## src/hw/rtl/eaop_pkg.sv

```systemverilog
// ---------------------------------------------------------------------------
// eaop_pkg
// Shared types and constants for the Euler angles to offset point unit.
// ---------------------------------------------------------------------------
package eaop_pkg;

  localparam int CORDIC_STEPS = 18;
  localparam int ZW = 33;
  localparam int XW = 34;
  localparam logic signed [XW-1:0] CORDIC_GAIN_Q30 = 34'sd652032874;

  typedef enum logic [1:0] {
    CMD_FORWARD = 2'd0,
    CMD_RIGHT   = 2'd1,
    CMD_UP      = 2'd2,
    CMD_NONE    = 2'd3
  } cmd_t;

  typedef struct packed {
    logic signed [XW-1:0] x;
    logic signed [XW-1:0] y;
    logic signed [ZW-1:0] z;
    logic [1:0]           quad;
  } rot_t;

  function automatic logic signed [ZW-1:0] atan_turn(input int i);
    logic signed [ZW-1:0] r;
    case (i)
      0:  r = 33'sd536870912;
      1:  r = 33'sd316933406;
      2:  r = 33'sd167458907;
      3:  r = 33'sd85004756;
      4:  r = 33'sd42667331;
      5:  r = 33'sd21354465;
      6:  r = 33'sd10680862;
      7:  r = 33'sd5340245;
      8:  r = 33'sd2670163;
      9:  r = 33'sd1335087;
      10: r = 33'sd667544;
      11: r = 33'sd333772;
      12: r = 33'sd166886;
      13: r = 33'sd83443;
      14: r = 33'sd41722;
      15: r = 33'sd20861;
      16: r = 33'sd10430;
      17: r = 33'sd5215;
      default: r = '0;
    endcase
    return r;
  endfunction

  function automatic logic signed [15:0] clamp_q15(input logic signed [XW-1:0] v);
    logic signed [XW-1:0] t;
    t = (v + XW'(16384)) >>> 15;
    if (t > XW'(32767)) return 16'sd32767;
    if (t < -XW'(32767)) return -16'sd32767;
    return t[15:0];
  endfunction

endpackage

```

## src/hw/rtl/eaop_cordic_cell.sv

```systemverilog
// ---------------------------------------------------------------------------
// eaop_cordic_cell
// One CORDIC rotation step for three angles, registered on advance.
// ---------------------------------------------------------------------------
module eaop_cordic_cell #(
  parameter int STEP = 0
) (
  input  logic            clk,
  input  logic            en,
  input  eaop_pkg::rot_t  rot_in [3],
  output eaop_pkg::rot_t  rot_out [3]
);
  import eaop_pkg::*;

  rot_t rot_r [3];
  rot_t rot_nxt [3];

  always_comb begin
    for (int k = 0; k < 3; k++) begin
      rot_nxt[k].quad = rot_in[k].quad;
      if (!rot_in[k].z[ZW-1]) begin
        rot_nxt[k].x = rot_in[k].x - (rot_in[k].y >>> STEP);
        rot_nxt[k].y = rot_in[k].y + (rot_in[k].x >>> STEP);
        rot_nxt[k].z = rot_in[k].z - atan_turn(STEP);
      end else begin
        rot_nxt[k].x = rot_in[k].x + (rot_in[k].y >>> STEP);
        rot_nxt[k].y = rot_in[k].y - (rot_in[k].x >>> STEP);
        rot_nxt[k].z = rot_in[k].z + atan_turn(STEP);
      end
    end
  end

  always_ff @(posedge clk) begin
    if (en) begin
      rot_r <= rot_nxt;
    end
  end

  assign rot_out = rot_r;
endmodule

```

## config.mk

```make
export PLATFORM = sky130hd
export DESIGN_NAME = eaop_cordic_cell
export DESIGN_NICKNAME = d
export VERILOG_FILES = /design/src/hw/rtl/eaop_pkg.sv /design/src/hw/rtl/eaop_cordic_cell.sv
export SDC_FILE = /design/constraint.sdc
export NUM_CORES = 1
export LEC_CHECK = 0
export BUFFER_PORTS_ARGS = -buffer_cell sky130_fd_sc_hd__buf_2
export CORE_MARGIN = 2
export CORE_UTILIZATION = 35
export DETAILED_ROUTE_END_ITERATION = 6
export PLACE_DENSITY = 0.56
export SLEW_MARGIN = 20
export SYNTH_ARGS = -nofsm -noshare
export SYNTH_HDL_FRONTEND = slang
export SYNTH_SLANG_ARGS = --single-unit
```

## constraint.sdc

```tcl
create_clock -name clk -period 3.27 [get_ports clk]
set_clock_uncertainty 0.1 [all_clocks]
set_input_delay 0.327 -clock clk [delete_from_list [all_inputs] [get_ports clk]]
set_output_delay 0.327 -clock clk [all_outputs]
set_load 0.02 [all_outputs]
```

==> impl_metrics.env <==
export IMPL_status="finished, final reports clean"
export IMPL_vias_per_cell=5.23
export IMPL_ys_warn_count=0
export IMPL_first_iter_violations=2015
export IMPL_whs_ns=0.0437
export IMPL_cts_buffer_depth=3
export IMPL_layout_drive_gt1_share_pct=30.1
export IMPL_place_inst=4905
export IMPL_synth_edf_count=306
export IMPL_root_buffer="clkbuf_16"
export IMPL_slew_headroom_pct=55.3
export IMPL_layout_nets=4689
export IMPL_hold_viol_final=0
export IMPL_p_per_area_nw_per_um2=437
export IMPL_start_util_pct=35.2
export IMPL_wirelength_mm=104
export IMPL_ir_drop_v=0.000374
export IMPL_start_kind="input port"
export IMPL_finalCritPeriodShare_pct=94.6
export IMPL_first_global_vias=26300
export IMPL_post_cts_buffers=0
export IMPL_core_area_sq_um=75700
export IMPL_numCtsBuffers=38
export IMPL_avgSynthCellArea_sq_um=9.03
export IMPL_area_delta_synth_final_pct=36.5
export IMPL_path_clk_slew_ns=0.06
export IMPL_cp_max_fo=3
export IMPL_drc=0
export IMPL_syn_cell_area_sq_um=26700
export IMPL_tritoncts="yes"
export IMPL_hpwl_mm=84.5
export IMPL_clock_sinks=306
export IMPL_yosysSeqAreaShare_pct=34.4
export IMPL_worstPathRequired_ns=3.47
export IMPL_design_area_sq_um=36400
export IMPL_placed_area_sq_um=34100
export IMPL_syn_inst=2953
export IMPL_dr_total_vias=26500
export IMPL_largest_reg_flops=306
export IMPL_grt_ovfl_total=0
export IMPL_cts_htree_levels=2
export IMPL_synth_nets=3579
export IMPL_gp_congestion=0.957
export IMPL_pre_cts_slack_ns=-0.403
export IMPL_die_h_um=280
export IMPL_setup_ws_ns=0.176
export IMPL_port_buffers=619
export IMPL_ys_top_cells_by_area="edfxtp_1 (34%), ha_1 (14%), a21oi_1 (6.8%), xnor2_1 (5.3%), inv_1 (4.1%)"
export IMPL_grt_total_usage_pct=25.5
export IMPL_grt_pass1_wl_mm=155
export IMPL_ys_flop_type="edfxtp_1"
export IMPL_row_count=101
export IMPL_synth_top_cell_area_share_pct=34.4
export IMPL_antenna_left=0
export IMPL_async_flop_share_pct=0
export IMPL_hold_class="in -> reg"
export IMPL_ys_ff_latch=306
export IMPL_die_x_um=280
export IMPL_ys_types=101
export IMPL_leakage_nw=17.0
export IMPL_worstMarginPinSlew_ns=0.670
export IMPL_antenna_found_initial=6
export IMPL_maxCapViolCount=0
export IMPL_end_kind="flop"
export IMPL_grt_max_degree=85
export IMPL_firstDrtPassIters=5
export IMPL_boundaryPins=620
export IMPL_crit_type="in -> reg"
export IMPL_finalMaxSlewViolations=0
export IMPL_wl_per_cell_um=20.4
export IMPL_setup_viol=0
export IMPL_fin_crit_ns=3.09
export IMPL_cp_data_arrival_time_ns=3.30
export IMPL_yosys_area_top_type="edfxtp_1"
export IMPL_rsz0062_at_grt="false"
export IMPL_final_cell_count_no_fill=5072
export IMPL_max_freq_ghz=0.323
export IMPL_fp_dieArea_sq_um=78400
[area by class of cell]
cell class | count | area, sq um
flip-flops and latches | 306 | 9190
repair buffers | 1206 | 7800
clock buffers | 43 | 970
inverters | 312 | 1170
well taps | 978 | 1220
clock inverters | 25 | 299
multi-input cells | 2199 | 15700
fillers | 7349 | 39300
diodes | 3 | 7.51
[through the flow]
stage / setup TNS (ns) / util, % / power (W)
floorplan: 0 / - / 0.00868
global placement: -10.49 / 45.1 / 0.0114
detailed placement: -12.07 / 45.1 / 0.0114
CTS: 0 / 48.1 / 0.0160
global route: 0 / 48.1 / 0.0167
finish: 0 / 48.1 / 0.0159
[what timing repair did]
item,in CTS,in global routing
resized for setup,0,2
setup endpoints to repair,0,3
hold endpoints to repair,96,0
hold buffers,96,0
[power breakdown]
group          internal [W]  switching [W]
combinational       0.00250        0.00375
sequential          0.00506       0.000187
clock               0.00262        0.00177
total                0.0102        0.00571
[critical path: stages]
cell       delay, ns
buf_2           0.11
ha_1            0.23
fa_1            0.42
nor2b_1         0.22
o2111ai_1       0.13
nor3b_1         0.18
a21oi_2         0.23
a41oi_2         0.22
o31a_1          0.38
nor4_1          0.31
a2111oi_0       0.11
a311o_1         0.31
xnor2_1         0.12
[cell usage in the layout, fill, tap and decap left out, types with 46 or more instances in the layout]
cell type      instances
nor3_1                55
nand2_1              136
o21bai_1              82
o21ai_0              155
a21o_1                89
dlygate4sd3_1         96
edfxtp_1             306
inv_1                293
xnor2_1              161
ha_1                 303
buf_4                487
nor2_1               247
mux2i_1               46
a21oi_1              362
buf_2                618
[metal layers]
layer,wire length (um),vias up,global-route usage [%]
met4,2760,8,6.98
met5,56,-,0
li1,-,12800,-
met3,7380,145,4.50
met1,45200,12500,33.9
met2,48200,1020,42.5
[cells by family (layout without fill, tap and decap cells)]
kind of cell | Yosys count | count (layout) | share of synthesized area [%]
multiplexers | 47 | 47 | 1.77
AO/OA/AOI/OAI | 1000 | 1000 | 24.4
flip-flops | 306 | 306 | 34.4
AND/OR/NAND/NOR | 641 | 641 | 11.2
adder cells (fa/ha/maj) | 315 | 315 | 15.1
buffers and inverters | 448 | 1586 | 6.61
XOR/XNOR | 196 | 196 | 6.44
other | 0 | 3 | 0
[cell usage after synthesis (13+ instances only)]
master,number
xnor2_1,161
nor2_1,247
o21ai_1,24
buf_1,29
ha_1,303
buf_2,30
xor2_1,35
a21o_1,89
nand3_1,36
a31oi_1,17
inv_1,293
nand2b_1,31
nand4_1,23
o211ai_1,27
nor4_1,13
nor2b_1,28
o21bai_1,82
o21ai_0,155
o31ai_1,26
clkbuf_1,68
and3_1,13
nor3_1,55
edfxtp_1,306
mux2i_1,46
nand2_1,136
o21a_1,20
a21oi_1,362
a211oi_1,33
[final timing paths]
path              cells past startpoint         from            to  slack, ns
setup / recovery                     13  rot_in[241]  rot_out[307]       0.18
hold / removal                        2  rot_in[238]  rot_out[238]       0.04
No activity file was read; power rests on OpenSTA's default activity.
